### src/sv/dnsae_pkg.sv
// shared types and constants for the dns answer address extractor
package dnsae_pkg;

   localparam int MAX_MESSAGE_BYTES_DEFAULT = 512;

   localparam int BYTE_W    = 8;
   localparam int ID_W      = 16;
   localparam int ADDR_W    = 32;
   localparam int WORD16_W  = 16;
   localparam int FIELD_W   = 4;

   // header byte positions
   localparam int POS_ID_HI   = 0;
   localparam int POS_ID_LO   = 1;
   localparam int POS_ANC_HI  = 6;
   localparam int POS_ANC_LO  = 7;
   localparam int POS_HDR_END = 11;

   localparam logic [BYTE_W-1:0]   POINTER_MASK = 8'hC0;
   localparam logic [FIELD_W-1:0]  QTAIL_LEN    = 4'd4;
   localparam logic [FIELD_W-1:0]  FIXED_LEN    = 4'd10;
   localparam logic [FIELD_W-1:0]  ADDR_LEN     = 4'd4;
   localparam logic [FIELD_W-1:0]  FIX_TYPE_HI  = 4'd0;
   localparam logic [FIELD_W-1:0]  FIX_TYPE_LO  = 4'd1;
   localparam logic [FIELD_W-1:0]  FIX_RDLEN_HI = 4'd8;
   localparam logic [FIELD_W-1:0]  FIX_RDLEN_LO = 4'd9;
   localparam logic [WORD16_W-1:0] TYPE_A       = 16'd1;
   localparam logic [WORD16_W-1:0] RDLEN_IPV4   = 16'd4;

   typedef enum logic [3:0] {
      PH_HEADER = 4'd0,
      PH_QNAME  = 4'd1,
      PH_QPTR   = 4'd2,
      PH_QTAIL  = 4'd3,
      PH_ANAME  = 4'd4,
      PH_APTR   = 4'd5,
      PH_AFIXED = 4'd6,
      PH_AADDR  = 4'd7,
      PH_ASKIP  = 4'd8,
      PH_DONE   = 4'd9
   } phase_type;

   typedef struct packed {
      logic [BYTE_W-1:0] payload_byte;
      logic              last_byte;
   } item_type;

   typedef struct packed {
      phase_type phase;
      logic      count_zero;
      logic      count_over;
      logic      emit;
   } status_type;

endpackage

### src/sv/dns_answer_address_extractor_top.sv
// top level of the dns answer address extractor
// usage:
// - req channel carries one byte of a dns response per word; req_tlast marks
//   the final byte of a message
// - rsp channel carries one ipv4 address per word for every a record whose
//   four address bytes all arrive; first received byte is the msb
// - csr channel writes the expected query id; write only while idle
// - messages whose id differs, or that end inside the 12-byte header, give
//   no words; bytes past MAX_MESSAGE_BYTES are dropped but req_tlast counts
// path: an accepted byte is held in the input register; the parser then reads it,
//   and any address word it completes is held in the result register for rsp
// throughput: one byte per cycle while no rsp word is held, set by the parser
//   update, combinational between the input register and the result register
// reset: synchronous; clears the parser state, the id register to zero and
//   both valid flags
// stall: a pending rsp word holds the parser; an empty input register takes
//   one more byte, then req_tready drops until rsp_tready frees the output
module dns_answer_address_extractor_top #(
   parameter int MAX_MESSAGE_BYTES = dnsae_pkg::MAX_MESSAGE_BYTES_DEFAULT
) (
   input  logic        clock,
   input  logic        reset,
   // request stream
   input  logic        req_tvalid,
   output logic        req_tready,
   input  logic [7:0]  req_tdata,   // [7:0] payload_byte
   input  logic        req_tlast,   // last_byte
   // response stream
   output logic        rsp_tvalid,
   input  logic        rsp_tready,
   output logic [31:0] rsp_tdata,   // [31:0] ipv4_address
   // expected id write
   input  logic        csr_valid,
   output logic        csr_ready,
   input  logic [15:0] csr_data     // [15:0] expected_id
);

   logic [dnsae_pkg::ID_W-1:0] expected_id_ff;
   logic [dnsae_pkg::ID_W-1:0] expected_id_in;

   dnsae_pkg::item_type   req_item;
   dnsae_pkg::item_type   stage_item;
   logic                  stage_valid;
   logic                  stage_take;
   dnsae_pkg::status_type status;

   // id register, always ready
   assign csr_ready      = 1'b1;
   assign expected_id_in = (csr_valid && csr_ready) ? csr_data : expected_id_ff;

   always_ff @(posedge clock) begin
      if (reset) begin
         expected_id_ff <= '0;
      end else begin
         expected_id_ff <= expected_id_in;
      end
   end

   assign req_item.payload_byte = req_tdata;
   assign req_item.last_byte    = req_tlast;

   dnsae_in_stage u_in_stage (
      .clock     (clock),
      .reset     (reset),
      .in_valid  (req_tvalid),
      .in_ready  (req_tready),
      .in_item   (req_item),
      .out_valid (stage_valid),
      .out_take  (stage_take),
      .out_item  (stage_item)
   );

   dnsae_parser #(
      .MAX_MESSAGE_BYTES (MAX_MESSAGE_BYTES)
   ) u_parser (
      .clock       (clock),
      .reset       (reset),
      .expected_id (expected_id_ff),
      .item_valid  (stage_valid),
      .item        (stage_item),
      .item_take   (stage_take),
      .rsp_valid   (rsp_tvalid),
      .rsp_ready   (rsp_tready),
      .rsp_addr    (rsp_tdata),
      .status      (status)
   );

   // message end brings the parser back to the header at byte zero
   a_last_clears: assert property (@(posedge clock) disable iff (reset)
      (stage_take && stage_item.last_byte) |=>
         (status.phase == dnsae_pkg::PH_HEADER && status.count_zero))
      else $error("parser not cleared after last byte");

   // an address word only comes out of the address phase
   a_emit_phase: assert property (@(posedge clock) disable iff (reset)
      status.emit |-> (status.phase == dnsae_pkg::PH_AADDR && stage_take))
      else $error("address emitted outside address phase");

   // byte count saturates at the buffer size
   a_count_bound: assert property (@(posedge clock) disable iff (reset)
      !status.count_over)
      else $error("byte count beyond buffer size");

   // input back-pressure only while a byte is parked and the parser is held
   a_ready_cause: assert property (@(posedge clock) disable iff (reset)
      !req_tready |-> (stage_valid && rsp_tvalid && !rsp_tready))
      else $error("input stalled without a held result");

endmodule

### src/sv/dnsae_in_stage.sv
// input register stage holding one message byte for the parser
module dnsae_in_stage (
   input  logic                clock,
   input  logic                reset,
   input  logic                in_valid,
   output logic                in_ready,
   input  dnsae_pkg::item_type in_item,
   output logic                out_valid,
   input  logic                out_take,
   output dnsae_pkg::item_type out_item
);

   logic                valid_ff;
   logic                valid_in;
   dnsae_pkg::item_type item_ff;

   assign in_ready  = !valid_ff || out_take;
   assign valid_in  = (in_valid && in_ready) || (valid_ff && !out_take);
   assign out_valid = valid_ff;
   assign out_item  = item_ff;

   always_ff @(posedge clock) begin
      if (reset) begin
         valid_ff <= 1'b0;
      end else begin
         valid_ff <= valid_in;
      end
   end

   always_ff @(posedge clock) begin
      if (in_valid && in_ready) begin
         item_ff <= in_item;
      end
   end

endmodule

### src/sv/dnsae_parser.sv
// per-byte dns response parser with registered address output
module dnsae_parser #(
   parameter int MAX_MESSAGE_BYTES = dnsae_pkg::MAX_MESSAGE_BYTES_DEFAULT
) (
   input  logic                             clock,
   input  logic                             reset,
   input  logic [dnsae_pkg::ID_W-1:0]       expected_id,
   input  logic                             item_valid,
   input  dnsae_pkg::item_type              item,
   output logic                             item_take,
   output logic                             rsp_valid,
   input  logic                             rsp_ready,
   output logic [dnsae_pkg::ADDR_W-1:0]     rsp_addr,
   output dnsae_pkg::status_type            status
);

   localparam int CW = $clog2(MAX_MESSAGE_BYTES + 1);

   dnsae_pkg::phase_type                phase_ff, phase_in;
   logic [CW-1:0]                       count_ff, count_in;
   logic [dnsae_pkg::BYTE_W-1:0]        id_hi_ff, id_hi_in;
   logic [dnsae_pkg::WORD16_W-1:0]      ans_total_ff, ans_total_in;
   logic [dnsae_pkg::WORD16_W-1:0]      ans_done_ff, ans_done_in;
   logic [dnsae_pkg::WORD16_W-1:0]      skip_ff, skip_in;
   logic [dnsae_pkg::FIELD_W-1:0]       fpos_ff, fpos_in;
   logic [dnsae_pkg::WORD16_W-1:0]      rtype_ff, rtype_in;
   logic [dnsae_pkg::WORD16_W-1:0]      dlen_ff, dlen_in;
   logic [dnsae_pkg::ADDR_W-1:0]        shift_ff, shift_in;
   logic                                ignore_ff, ignore_in;
   logic                                rsp_valid_ff, rsp_valid_in;
   logic [dnsae_pkg::ADDR_W-1:0]        rsp_addr_ff, rsp_addr_in;

   logic                                emit;
   logic [dnsae_pkg::BYTE_W-1:0]        b;
   logic [dnsae_pkg::WORD16_W-1:0]      done_inc;
   logic [dnsae_pkg::WORD16_W-1:0]      dlen_full;
   logic [dnsae_pkg::WORD16_W-1:0]      skip_dec;
   logic [dnsae_pkg::FIELD_W-1:0]       fpos_inc;
   dnsae_pkg::phase_type                after_answer;

   assign item_take = item_valid && (!rsp_valid_ff || rsp_ready);
   assign b         = item.payload_byte;
   assign done_inc  = ans_done_ff + 16'd1;
   assign after_answer = (done_inc >= ans_total_ff) ? dnsae_pkg::PH_DONE
                                                    : dnsae_pkg::PH_ANAME;
   assign dlen_full = {dlen_ff[15:8], b};
   assign skip_dec  = (skip_ff != '0) ? skip_ff - 16'd1 : skip_ff;
   assign fpos_inc  = fpos_ff + 4'd1;

   always_comb begin
      phase_in     = phase_ff;
      count_in     = count_ff;
      id_hi_in     = id_hi_ff;
      ans_total_in = ans_total_ff;
      ans_done_in  = ans_done_ff;
      skip_in      = skip_ff;
      fpos_in      = fpos_ff;
      rtype_in     = rtype_ff;
      dlen_in      = dlen_ff;
      shift_in     = shift_ff;
      ignore_in    = ignore_ff;
      emit         = 1'b0;
      rsp_addr_in  = rsp_addr_ff;
      if (item_take) begin
         if (count_ff < CW'(MAX_MESSAGE_BYTES)) begin
            count_in = count_ff + CW'(1);
            if (!ignore_ff && phase_ff != dnsae_pkg::PH_DONE) begin
               case (phase_ff)
                  dnsae_pkg::PH_HEADER: begin
                     if (count_ff == CW'(dnsae_pkg::POS_ID_HI)) begin
                        id_hi_in = b;
                     end else if (count_ff == CW'(dnsae_pkg::POS_ID_LO)) begin
                        if ({id_hi_ff, b} != expected_id) begin
                           ignore_in = 1'b1;
                        end
                     end else if (count_ff == CW'(dnsae_pkg::POS_ANC_HI)) begin
                        ans_total_in = {b, 8'h00};
                     end else if (count_ff == CW'(dnsae_pkg::POS_ANC_LO)) begin
                        ans_total_in = {ans_total_ff[15:8], b};
                     end else if (count_ff == CW'(dnsae_pkg::POS_HDR_END)) begin
                        phase_in = dnsae_pkg::PH_QNAME;
                        skip_in  = '0;
                     end
                  end
                  dnsae_pkg::PH_QNAME, dnsae_pkg::PH_ANAME: begin
                     if (skip_ff != '0) begin
                        skip_in = skip_dec;
                     end else if ((b & dnsae_pkg::POINTER_MASK) == dnsae_pkg::POINTER_MASK)
                     begin
                        phase_in = (phase_ff == dnsae_pkg::PH_QNAME) ? dnsae_pkg::PH_QPTR
                                                                     : dnsae_pkg::PH_APTR;
                     end else if (b == '0) begin
                        // name ended with the root label
                        phase_in = (phase_ff == dnsae_pkg::PH_QNAME) ? dnsae_pkg::PH_QTAIL
                                                                     : dnsae_pkg::PH_AFIXED;
                        fpos_in  = '0;
                     end else begin
                        skip_in = {8'h00, b};
                     end
                  end
                  dnsae_pkg::PH_QPTR: begin
                     phase_in = dnsae_pkg::PH_QTAIL;
                     fpos_in  = '0;
                  end
                  dnsae_pkg::PH_APTR: begin
                     phase_in = dnsae_pkg::PH_AFIXED;
                     fpos_in  = '0;
                  end
                  dnsae_pkg::PH_QTAIL: begin
                     fpos_in = fpos_inc;
                     if (fpos_inc >= dnsae_pkg::QTAIL_LEN) begin
                        fpos_in  = '0;
                        skip_in  = '0;
                        phase_in = (ans_total_ff == '0) ? dnsae_pkg::PH_DONE
                                                        : dnsae_pkg::PH_ANAME;
                     end
                  end
                  dnsae_pkg::PH_AFIXED: begin
                     if (fpos_ff == dnsae_pkg::FIX_TYPE_HI) begin
                        rtype_in = {b, 8'h00};
                     end else if (fpos_ff == dnsae_pkg::FIX_TYPE_LO) begin
                        rtype_in = {rtype_ff[15:8], b};
                     end else if (fpos_ff == dnsae_pkg::FIX_RDLEN_HI) begin
                        dlen_in = {b, 8'h00};
                     end else if (fpos_ff == dnsae_pkg::FIX_RDLEN_LO) begin
                        dlen_in = dlen_full;
                     end
                     fpos_in = fpos_inc;
                     if (fpos_inc >= dnsae_pkg::FIXED_LEN) begin
                        fpos_in = '0;
                        skip_in = '0;
                        if (rtype_ff == dnsae_pkg::TYPE_A &&
                            dlen_full == dnsae_pkg::RDLEN_IPV4) begin
                           shift_in = '0;
                           phase_in = dnsae_pkg::PH_AADDR;
                        end else if (dlen_full == '0) begin
                           ans_done_in = done_inc;
                           phase_in    = after_answer;
                        end else begin
                           skip_in  = dlen_full;
                           phase_in = dnsae_pkg::PH_ASKIP;
                        end
                     end
                  end
                  dnsae_pkg::PH_AADDR: begin
                     shift_in = {shift_ff[23:0], b};
                     fpos_in  = fpos_inc;
                     if (fpos_inc >= dnsae_pkg::ADDR_LEN) begin
                        emit        = 1'b1;
                        rsp_addr_in = {shift_ff[23:0], b};
                        fpos_in     = '0;
                        ans_done_in = done_inc;
                        phase_in    = after_answer;
                     end
                  end
                  dnsae_pkg::PH_ASKIP: begin
                     skip_in = skip_dec;
                     if (skip_dec == '0) begin
                        ans_done_in = done_inc;
                        phase_in    = after_answer;
                     end
                  end
                  default: begin
                  end
               endcase
            end
         end
         if (item.last_byte) begin
            phase_in     = dnsae_pkg::PH_HEADER;
            count_in     = '0;
            id_hi_in     = '0;
            ans_total_in = '0;
            ans_done_in  = '0;
            skip_in      = '0;
            fpos_in      = '0;
            rtype_in     = '0;
            dlen_in      = '0;
            shift_in     = '0;
            ignore_in    = 1'b0;
         end
      end
   end

   assign rsp_valid_in = emit || (rsp_valid_ff && !rsp_ready);

   always_ff @(posedge clock) begin
      if (reset) begin
         phase_ff     <= dnsae_pkg::PH_HEADER;
         count_ff     <= '0;
         id_hi_ff     <= '0;
         ans_total_ff <= '0;
         ans_done_ff  <= '0;
         skip_ff      <= '0;
         fpos_ff      <= '0;
         rtype_ff     <= '0;
         dlen_ff      <= '0;
         shift_ff     <= '0;
         ignore_ff    <= 1'b0;
         rsp_valid_ff <= 1'b0;
      end else begin
         phase_ff     <= phase_in;
         count_ff     <= count_in;
         id_hi_ff     <= id_hi_in;
         ans_total_ff <= ans_total_in;
         ans_done_ff  <= ans_done_in;
         skip_ff      <= skip_in;
         fpos_ff      <= fpos_in;
         rtype_ff     <= rtype_in;
         dlen_ff      <= dlen_in;
         shift_ff     <= shift_in;
         ignore_ff    <= ignore_in;
         rsp_valid_ff <= rsp_valid_in;
      end
   end

   always_ff @(posedge clock) begin
      rsp_addr_ff <= rsp_addr_in;
   end

   assign rsp_valid = rsp_valid_ff;
   assign rsp_addr  = rsp_addr_ff;

   assign status.phase      = phase_ff;
   assign status.count_zero = (count_ff == '0);
   assign status.count_over = (count_ff > CW'(MAX_MESSAGE_BYTES));
   assign status.emit       = emit;

endmodule
### config.mk
export PLATFORM = sky130hd
export DESIGN_NAME = dns_answer_address_extractor_top
export DESIGN_NICKNAME = d
export VERILOG_FILES = /design/src/sv/dnsae_pkg.sv /design/src/sv/dns_answer_address_extractor_top.sv /design/src/sv/dnsae_in_stage.sv /design/src/sv/dnsae_parser.sv
export SDC_FILE = /design/constraint.sdc
export NUM_CORES = 1
export LEC_CHECK = 0
export BUFFER_PORTS_ARGS = -buffer_cell sky130_fd_sc_hd__buf_2
export CORE_MARGIN = 2
export CORE_UTILIZATION = 25
export DETAILED_ROUTE_END_ITERATION = 7
export PLACE_DENSITY = 0.46
export SLEW_MARGIN = 20
export SYNTH_ARGS = -nofsm -noshare
export SYNTH_HDL_FRONTEND = slang
export SYNTH_SLANG_ARGS = --single-unit
### constraint.sdc
create_clock -name clock -period 5.9 [get_ports clock]
set_input_delay 0.59 -clock clock [delete_from_list [all_inputs] [get_ports clock]]
set_output_delay 0.59 -clock clock [all_outputs]
set_load 0.05 [all_outputs]
==> results.py, run 1 <==
metrics = {
    "run_status": {
        "status": "finished, final reports clean",
    },
    "routing": {
        "vias_per_cell": 5.01,
        "via_count": 7933,
        "wl_mm": 26.5,
        "drc": 0,
        "drtAntennaViolNets": 0,
        "first_iter_violations": 567,
        "post_drt_wl_per_cell_um": 16.8,
        "dr.pass1.iters": 6,
    },
    "clock_tree": {
        "clk_latency_ps": 450,
        "cts.repair.resized": 0,
        "cts-root-buf": "clkbuf_16",
        "cts_setup_buffers": 0,
        "cts_buffer_depth": 2,
        "cts_buffers": 17,
        "cts_sinks": 182,
        "clk_pin_slew_ps": 70,
        "cts_hold_buf": 0,
        "cts_max_level": 4,
        "tritoncts": "built",
    },
    "floorplanning": {
        "fp.dieW_um": 198,
        "io_pins": 65,
        "coreArea_um2": 36800,
        "die_h_um": 198,
        "start_util": 0.255,
        "die_area_um2": 39100,
        "row_count": 70,
    },
    "sta": {
        "rsz0062_at_grt": "no",
        "max_freq_ghz": 0.282,
        "period_share": 0.600,
        "finalHoldViolations": 0,
        "worst_pin_slew_ps": 1120,
        "setup-tns-final_ps": 0,
        "slew_headroom": 0.250,
        "maxSlewViolCount": 0,
        "setup_ws_ps": 2360,
        "clock_skew_ps": 15.0,
        "post-route-min-period_ps": 3540,
        "setup_viol": 0,
    },
    "final_layout": {
        "final_cells": 1582,
        "design_area_um2": 10600,
        "drive_above_1_share": 0.115,
        "nets": 1158,
        "utilization": 0.289,
        "diodes": 0,
        "area_growth_pct": 13.3,
    },
    "worst_setup_path": {
        "cp-end-kind": "flip-flop",
        "crit_buf_inv": 0,
        "reg2regPathDepth": 7,
        "crit_family": "compound AO/OA/AOI/OAI gates",
        "r2r_end": "u_parser.shift_ff[12]$_SDFFE_PP0P_",
        "worst-setup-path-type": "flip-flop to flip-flop",
        "critPathSlowestCell": "o21a_1",
        "cpPeakStageDelay_ps": 740,
        "cp_max_fo": 24,
        "cp_cell_sequence": "nor4_1 -> nand2_1 -> o31a_1 -> nor3_1 -> o21a_1 -> nand3_1 -> a21oi_1",
        "r2r-start": "u_in_stage.out_item[2]$_DFFE_PP_",
        "critPathArrivalTime_ps": 3900,
        "critPathLaunchType": "flip-flop",
        "worstPathRequired_ps": 6260,
        "r2r_slack_ps": 2360,
    },
    "place": {
        "placed_cell_area_um2": 10000,
        "numPortBuffers": 63,
        "dp.cells": 1550,
        "dpl.hpwl_mm": 18.4,
        "place_ws_ps": 2440,
        "routabilityCongestion": 0.835,
    },
    "global_routing": {
        "grt-ovfl-total": 0,
        "antenna_found_initial": 0,
        "grt_pass1_wl_mm": 42.2,
        "grt_max_degree": 92,
        "grt_pass1_vias": 7479,
        "track_usage": 0.139,
    },
    "logic_synthesis": {
        "netlist_area_um2": 9390,
        "synth_seq_cells": 182,
        "synth_flop_cell": "dfxtp_1",
        "synth_cell_type_count": 81,
        "synth_cells": 1081,
        "synthTopCellsByCount": "147 x nor2_1, 141 x dfxtp_1, 96 x nand2_1, 63 x a21oi_1, 56 x nand3_1",
        "yosys_warnings": 0,
        "synth-edff-count": 41,
        "synth.area.top_cells": "dfxtp_1 30%, edfxtp_1 13%, nor2_1 5.9%",
        "async_reset_ff_frac": 0,
        "synth_fp_nets": 1138,
        "yosysTopAreaCell": "dfxtp_1",
        "synth_area_per_cell_um2": 8.68,
        "synth_top_area_frac": 0.301,
        "seq_area_frac_synth": 0.432,
        "post-synth-top-count-cell": "nor2_1",
    },
    "pwr": {
        "ir_drop_mv": 0.188,
        "powerDensity_nw_per_um2": 249,
        "p_leak_nw": 3.84,
    },
    "min_path": {
        "hold_path.class": "primary input to flip-flop",
        "holdPathEnd": "u_in_stage.out_item[0]$_DFFE_PP_",
        "worstHoldStart": "req_tlast",
        "hold-path-cell-count": 1,
    },
    "run": {
        "max-cap-violations": 0,
    },
}
==> worst max-delay path by stage <==
stage / startpoint / to / slack [ps] / cells past startpoint
after detailed placement: u_in_stage.out_item[5]$_DFFE_PP_ / u_parser.shift_ff[22]$_SDFFE_PP0P_ / 2440 / 7
after CTS: u_in_stage.out_item[5]$_DFFE_PP_ / u_parser.shift_ff[12]$_SDFFE_PP0P_ / 2380 / 7
after floorplan: u_parser.ans_done_ff[0]$_SDFFE_PP0P_ / u_parser.phase_ff[0]$_SDFFE_PP0P_ / 3040 / 15
after global routing: u_parser.phase_ff[1]$_SDFFE_PP0P_ / u_parser.shift_ff[20]$_SDFFE_PP0P_ / 2050 / 6
after global placement: u_parser.phase_ff[1]$_SDFFE_PP0P_ / u_parser.shift_ff[6]$_SDFFE_PP0P_ / 2510 / 6
final: u_in_stage.out_item[2]$_DFFE_PP_ / u_parser.shift_ff[12]$_SDFFE_PP0P_ / 2360 / 7
==> worst register-to-register path: stages, from the launching register on <==
cell and delay (ps):
edfxtp_1 630, nor4_1 590, nand2_1 130, o31a_1 500
nor3_1 470, o21a_1 740, nand3_1 170, a21oi_1 220
==> power breakdown <==
group | internal [mW] | total, mW | switching, mW
logic | 0.0519 | 0.158 | 0.106
clock network | 0.603 | 1.18 | 0.575
registers | 1.29 | 1.31 | 0.0274
==> logic make-up after synthesis <==
logic type	Yosys count	synth area share
compound gates	231	0.158
simple gates	459	0.249
other cells	1	0.000400
buf+inv	101	0.0451
fa+ha+maj	27	0.0360
xor+xnor	44	0.0411
mux	36	0.0384
flops	182	0.432
==> state kept, by name, summed over array words and instances, names as in the netlist, 9 cells and up <==
name / flops
u_parser.rtype_ff: 16
u_in_stage.out_item: 9
u_parser.rsp_addr: 32
u_parser.shift_ff: 24
u_parser.skip_ff: 16
u_parser.ans_done_ff: 16
u_parser.ans_total_ff: 16
u_parser.count_ff: 10
expected_id_ff: 16
==> layout by cell type, fill, tap and decap left out, types with 10 or more instances in the layout <==
| master | instances |
|---|---|
| a21oi_1 | 63 |
| a22oi_1 | 41 |
| buf_2 | 62 |
| clkbuf_16 | 17 |
| dfxtp_1 | 141 |
| edfxtp_1 | 41 |
| ha_1 | 27 |
| inv_1 | 33 |
| mux2i_1 | 36 |
| nand2_1 | 96 |
| nand3_1 | 56 |
| nand4_1 | 21 |
| nor2_1 | 147 |
| nor2b_1 | 25 |
| nor3_1 | 17 |
| nor4_1 | 19 |
| o21ai_0 | 35 |
| o21ai_1 | 29 |
| or3_1 | 10 |
| xnor2_1 | 33 |
| xor2_1 | 11 |
==> stage by stage <==
step,power [mW],hold slack [ps]
after global routing,2.75,288
after detailed placement,1.50,419
after floorplan,1.44,408
final,2.65,315
after CTS,2.68,295
after global placement,1.50,418
==> layout make-up <==
| class | count | area (µm²) |
|---|---|---|
| sequential | 182 | 4050 |
| fill | 3890 | 26200 |
| multi-input combinational | 798 | 4920 |
| clock inverter | 15 | 160 |
| timing repair buffer | 69 | 363 |
| clock buffer | 17 | 425 |
| inverter | 33 | 124 |
| tap | 468 | 586 |
==> per-layer routing <==
layer / track usage / share of wire
met5: 0 / 0
met4: 0.0448 / 0.018
met3: 0.0254 / 0.036
met2: 0.214 / 0.45
met1: 0.195 / 0.50
No activity file was read; power rests on OpenSTA's default activity.
==> run 2, diff against run 1 <==
==> constraint.sdc (replaced) <==
create_clock -name clock -period 3.3 [get_ports clock]
set_input_delay 0.33 -clock clock [delete_from_list [all_inputs] [get_ports clock]]
set_output_delay 0.33 -clock clock [all_outputs]
set_load 0.05 [all_outputs]
==> run 2 against run 1 <==
  * Cell area increased by 3.2%
  * Flip-flop and latch count unchanged
  * Sequential power increased by 78%
  * Register-to-register slack got worse by 2100 ps
  * Clock skew about the same
  * Setup slack got worse by 2100 ps
  * Combinational power increased by 110%
  * Final cell count increased by 2.5%
  * Die area unchanged
  * First-iteration DRC count decreased by 2.5%
  * Critical endpoint is now u_parser.phase_ff[0]$_SDFFE_PP0P_
  * Largest cell class unchanged
==> results.py, run 2 (synthesis gave the netlist of run 1 again) <==
metrics = {
    "floorplanning": {
        "die_area_um2": 39100,
        "die_h_um": 198,
        "coreArea_um2": 36800,
        "start_util": 0.255,
        "io_pins": 65,
        "fp.dieW_um": 198,
        "row_count": 70,
    },
    "run_status": {
        "status": "finished, final reports clean",
    },
    "routing": {
        "drc": 0,
        "top_layer": "met4",
        "wl_mm": 27.1,
        "first_iter_violations": 553,
        "met2WireLength_mm": 12.6,
        "wl_met3_mm": 1.05,
        "met1_length_mm": 12.7,
        "via_count": 8008,
        "dr.pass1.iters": 5,
        "post_drt_wl_per_cell_um": 16.7,
        "drtAntennaViolNets": 0,
        "vias_per_cell": 4.94,
    },
    "pwr": {
        "p_leak_nw": 4.07,
        "powerDensity_nw_per_um2": 437,
        "ir_drop_mv": 0.344,
        "p_total_mw": 4.80,
    },
    "final_layout": {
        "diodes": 0,
        "largest_register_ffs": 32,
        "area_growth_pct": 17.0,
        "layout_common_cells": "147 x nor2_1, 141 x dfxtp_1, 96 x nand2_1",
        "fillers": 3912,
        "nets": 1198,
        "drive_above_1_share": 0.148,
        "final_common_cell": "nor2_1",
        "design_area_um2": 11000,
    },
    "sta": {
        "clock_skew_ps": 15.3,
        "period_share": 0.922,
        "setup_viol": 0,
        "maxSlewViolCount": 0,
        "slew_headroom": 0.324,
        "finalHoldViolations": 0,
        "worst_pin_slew_ps": 1010,
        "max_freq_ghz": 0.329,
        "setup-tns-final_ps": 0,
        "post-route-min-period_ps": 3040,
        "rsz0062_at_grt": "no",
    },
    "place": {
        "placed_cell_area_um2": 10400,
        "dpl.hpwl_mm": 19.2,
        "routabilityCongestion": 0.862,
        "numPortBuffers": 63,
    },
    "worst_setup_path": {
        "cp-end-kind": "flip-flop",
        "r2r_slack_ps": 260,
        "r2r_end": "u_parser.phase_ff[0]$_SDFFE_PP0P_",
        "worst-setup-path-type": "flip-flop to flip-flop",
        "worstPathRequired_ps": 3650,
        "cp_max_fo": 5,
        "critPathArrivalTime_ps": 3390,
        "startpoint": "u_parser.ans_done_ff[1]$_SDFFE_PP0P_",
        "r2r-start": "u_parser.ans_done_ff[1]$_SDFFE_PP0P_",
        "reg2regPathDepth": 14,
        "critPathLaunchType": "flip-flop",
    },
    "clock_tree": {
        "cts-root-buf": "clkbuf_16",
        "cts_buffer_depth": 2,
        "clk_pin_slew_ps": 80,
        "tritoncts": "built",
        "cts_sinks": 182,
        "cts_hold_buf": 0,
        "cts_max_level": 4,
        "cts_buffers": 17,
        "clk_latency_ps": 460,
    },
    "min_path": {
        "holdPathEnd": "u_in_stage.out_item[0]$_DFFE_PP_",
        "worstHoldStart": "req_tlast",
        "hold-path-cell-count": 1,
        "hold_path.class": "primary input to flip-flop",
    },
    "global_routing": {
        "grt_pass1_wl_mm": 43.1,
        "grt_pass1_vias": 7738,
        "grt-ovfl-total": 0,
        "antenna_found_initial": 0,
        "grt_max_degree": 66,
        "track_usage": 0.142,
    },
    "run": {
        "max-cap-violations": 0,
    },
}
-- run 2: cell count changes in the layout (fill, tap and decap cells not counted), sizes merged --
cell	delta
buf	+40
clkinvlp	-1
clkinv	+1
-- run 2: layout make-up --
cell class                      instances  area (µm²)  area share
Sequential cell                       182        4050       0.369
Inverter                               33         124      0.0113
Timing Repair Buffer                  109         676      0.0615
Clock inverter                         15         179      0.0163
Clock buffer                           17         425      0.0387
Tap cell                              468         586      0.0533
Multi-Input combinational cell        798        4940       0.450
-- run 2: power by group --
| part | switching [mW] | leakage [nW] | internal, mW | total (mW) |
|---|---|---|---|---|
| Clock | 1.05 | 0.299 | 1.09 | 2.14 |
| Sequential | 0.0282 | 1.58 | 2.30 | 2.33 |
| Combinational | 0.219 | 2.19 | 0.114 | 0.334 |
| Total | 1.29 | 4.07 | 3.51 | 4.80 |
-- run 2: repair_timing --
action,CTS,global route
resized for setup,0,2
buffers inserted,0,0
setup endpoints to repair,0,2
hold endpoints to repair,0,0
-- run 2: worst max-delay path by stage --
| stage | endpoint | slack [ps] | cells past startpoint |
|---|---|---|---|
| floorplan | u_parser.phase_ff[0]$_SDFFE_PP0P_ | 440 | 15 |
| global placement | u_parser.phase_ff[0]$_SDFFE_PP0P_ | 380 | 14 |
| detailed placement | u_parser.phase_ff[0]$_SDFFE_PP0P_ | 230 | 14 |
| CTS | u_parser.phase_ff[0]$_SDFFE_PP0P_ | 220 | 14 |
| global route | u_parser.phase_ff[0]$_SDFFE_PP0P_ | 20 | 14 |
| finish | u_parser.phase_ff[0]$_SDFFE_PP0P_ | 260 | 14 |
-- run 2: metrics by stage --
stage	util	setup slack (ps)	instances	hold WS, ps
after floorplan	-	443	1081	408
after global placement	0.282	383	1590	417
after detailed placement	0.282	226	1590	419
after CTS	0.298	225	1622	30.2
after global routing	0.299	23.9	1622	33.8
final	0.299	259	1622	56.6
-- run 2: worst max-delay path, cell delays in order (launching register included) --
cell and delay [ps]:
dfxtp_1 400, ha_1 260, inv_1 70, nor2_1 150, and3_1 240, and3_1 270
nand3_1 150, xnor2_2 180, ha_1 330, a211oi_2 220, nand2_1 70, o21ai_0 70
a41oi_1 100, a221oi_1 310, o2bb2ai_1 100
-- run 2: routing by layer --
metal | GRT usage | vias to the layer above
li1 | - | 3986
met1 | 0.185 | 3817
met2 | 0.230 | 170
met3 | 0.0264 | 35
met4 | 0.0560 | 0
met5 | 0 | -
==> run 3, diff against run 2 <==
==> constraint.sdc (replaced) <==
create_clock -name clock -period 3.3 [get_ports clock]
set_input_delay 0.165 -clock clock [delete_from_list [all_inputs] [get_ports clock]]
set_output_delay 0.165 -clock clock [all_outputs]
set_load 0.05 [all_outputs]
==> run 3 against run 2 <==
  * Final cell count up 1.7%
  * Critical path type unchanged
  * First-iteration DRC count is 11% lower
  * Routed wire length grew 1.6%
  * Non-clock buffer count increased by 27
==> results.py, run 3 (synthesis gave the netlist of run 1 again) <==
metrics = {
    "clock_tree": {
        "cts_sinks": 182,
        "clk_pin_slew_ps": 70,
        "tritoncts": "built",
        "clk_latency_ps": 450,
        "cts_max_level": 4,
        "cts-root-buf": "clkbuf_16",
        "cts_buffers": 17,
        "cts_buffer_depth": 2,
    },
    "global_routing": {
        "grt_pass1_wl_mm": 43.9,
        "grt_max_degree": 65,
        "grt_pass1_vias": 7854,
        "track_usage": 0.144,
        "antenna_found_initial": 0,
        "grt-ovfl-total": 0,
    },
    "min_path": {
        "hold_path.class": "primary input to flip-flop",
        "hold-path-cell-count": 3,
        "worstHoldStart": "rsp_tready",
        "holdPathEnd": "u_in_stage.out_valid$_SDFF_PP0_",
    },
    "routing": {
        "drtAntennaViolNets": 0,
        "post_drt_wl_per_cell_um": 16.7,
        "via_count": 8110,
        "drc": 0,
        "first_iter_violations": 493,
        "dr.pass1.iters": 5,
        "vias_per_cell": 4.92,
        "wl_mm": 27.5,
    },
    "sta": {
        "setup_ws_ps": 294,
        "rsz0062_at_grt": "no",
        "maxSlewViolCount": 0,
        "finalHoldViolations": 0,
        "period_share": 0.911,
        "slew_headroom": 0.289,
        "clock_skew_ps": 16.9,
        "worst_pin_slew_ps": 1070,
        "setup_viol": 0,
        "setup-tns-final_ps": 0,
        "hold-worst-slack_ps": 54.0,
        "post-route-min-period_ps": 3010,
        "max_freq_ghz": 0.333,
    },
    "worst_setup_path": {
        "critPathLaunchType": "flip-flop",
        "cp_max_fo": 10,
        "cp-end-kind": "flip-flop",
        "reg2regPathDepth": 10,
        "cp_cell_sequence": "inv_1 -> ha_1 -> nor4b_4 -> and4_1 -> o211ai_1 -> nor4b_2 -> nand4_2 -> o21ai_4 -> nand3_2 -> o311ai_1",
        "worst-setup-path-type": "flip-flop to flip-flop",
        "worstPathRequired_ps": 3640,
        "cpPeakStageDelay_ps": 510,
        "critPathArrivalTime_ps": 3350,
        "r2r_slack_ps": 290,
        "critPathSlowestCell": "and4_1",
        "r2r-start": "u_parser.skip_ff[1]$_SDFFE_PP0P_",
        "r2r_end": "u_parser.ans_done_ff[9]$_SDFFE_PP0P_",
    },
    "floorplanning": {
        "die_h_um": 198,
        "die_area_um2": 39100,
        "io_pins": 65,
        "fp.dieW_um": 198,
        "coreArea_um2": 36800,
        "row_count": 70,
        "start_util": 0.255,
    },
    "place": {
        "routabilityCongestion": 0.864,
        "numPortBuffers": 63,
        "place_ws_ps": 223,
        "placed_cell_area_um2": 10400,
        "dpl.hpwl_mm": 19.4,
    },
    "pwr": {
        "p_leak_nw": 4.16,
        "ir_drop_mv": 0.344,
        "powerDensity_nw_per_um2": 422,
    },
    "run_status": {
        "status": "finished, final reports clean",
    },
    "final_layout": {
        "drive_above_1_share": 0.147,
        "largest_register_ffs": 32,
        "design_area_um2": 11200,
        "diodes": 0,
        "fillers": 3924,
        "layout_common_cells": "147 x nor2_1, 141 x dfxtp_1, 96 x nand2_1",
        "nets": 1225,
        "final_common_cell": "nor2_1",
        "area_growth_pct": 19.5,
    },
    "run": {
        "max-cap-violations": 0,
    },
}
-- run 3: stage by stage --
step	cells	util	total power, mW
2_1_floorplan	1081	-	2.58
3_3_place_gp	1590	0.282	2.72
3_5_place_dp	1590	0.282	2.72
4_1_cts	1648	0.304	4.80
5_1_grt	1649	0.305	4.93
6_report	1649	0.305	4.73
-- run 3: worst max-delay path by stage --
stage | slack [ps] | endpoint | from
6_report | 290 | u_parser.ans_done_ff[9]$_SDFFE_PP0P_ | u_parser.skip_ff[1]$_SDFFE_PP0P_
5_1_grt | 1 | u_parser.phase_ff[0]$_SDFFE_PP0P_ | u_parser.ans_done_ff[1]$_SDFFE_PP0P_
4_1_cts | 220 | u_parser.phase_ff[0]$_SDFFE_PP0P_ | u_parser.ans_done_ff[1]$_SDFFE_PP0P_
3_5_place_dp | 220 | u_parser.phase_ff[0]$_SDFFE_PP0P_ | u_parser.ans_done_ff[1]$_SDFFE_PP0P_
3_3_place_gp | 380 | u_parser.phase_ff[0]$_SDFFE_PP0P_ | u_parser.ans_done_ff[1]$_SDFFE_PP0P_
2_1_floorplan | 440 | u_parser.phase_ff[0]$_SDFFE_PP0P_ | u_parser.ans_done_ff[0]$_SDFFE_PP0P_
-- run 3: power breakdown --
| part | switching [mW] | internal (mW) | leakage [nW] | total [mW] |
|---|---|---|---|---|
| combinational | 0.224 | 0.134 | 2.30 | 0.358 |
| sequential | 0.0281 | 2.30 | 1.58 | 2.33 |
| clock | 0.981 | 1.07 | 0.281 | 2.05 |
| total | 1.23 | 3.50 | 4.16 | 4.73 |
-- run 3: worst max-delay path, delay by kind of cell (launching register included) --
| kind | cells | cell delay (ps) |
|---|---|---|
| buffers and inverters | 1 | 110 |
| DFF | 1 | 400 |
| and+or+nand+nor | 5 | 1520 |
| adders and majority gates | 1 | 150 |
| AOI/OAI and AO/OA | 3 | 710 |
-- run 3: metal layers --
layer  share of wire  GRT usage
met4           0.021     0.0485
met2            0.47      0.238
met3           0.032     0.0269
met5               0          0
met1            0.48      0.190
-- run 3: area by class of cell --
cell class | instances | area (µm²) | share of cell area
Timing Repair Buffer | 136 | 943 | 0.0841
Clock buffer | 18 | 429 | 0.0383
Tap cell | 468 | 586 | 0.0522
Inverter | 33 | 124 | 0.0110
Sequential cell | 182 | 4050 | 0.361
Clock inverter | 14 | 140 | 0.0125
Multi-Input combinational cell | 798 | 4940 | 0.440
-- run 3: timing repair --
action,in CTS,in global routing
resized for setup,0,5
endpoints found under the hold margin,26,0
hold buffers,26,0
setup buffers,0,1
setup endpoints to repair,0,5
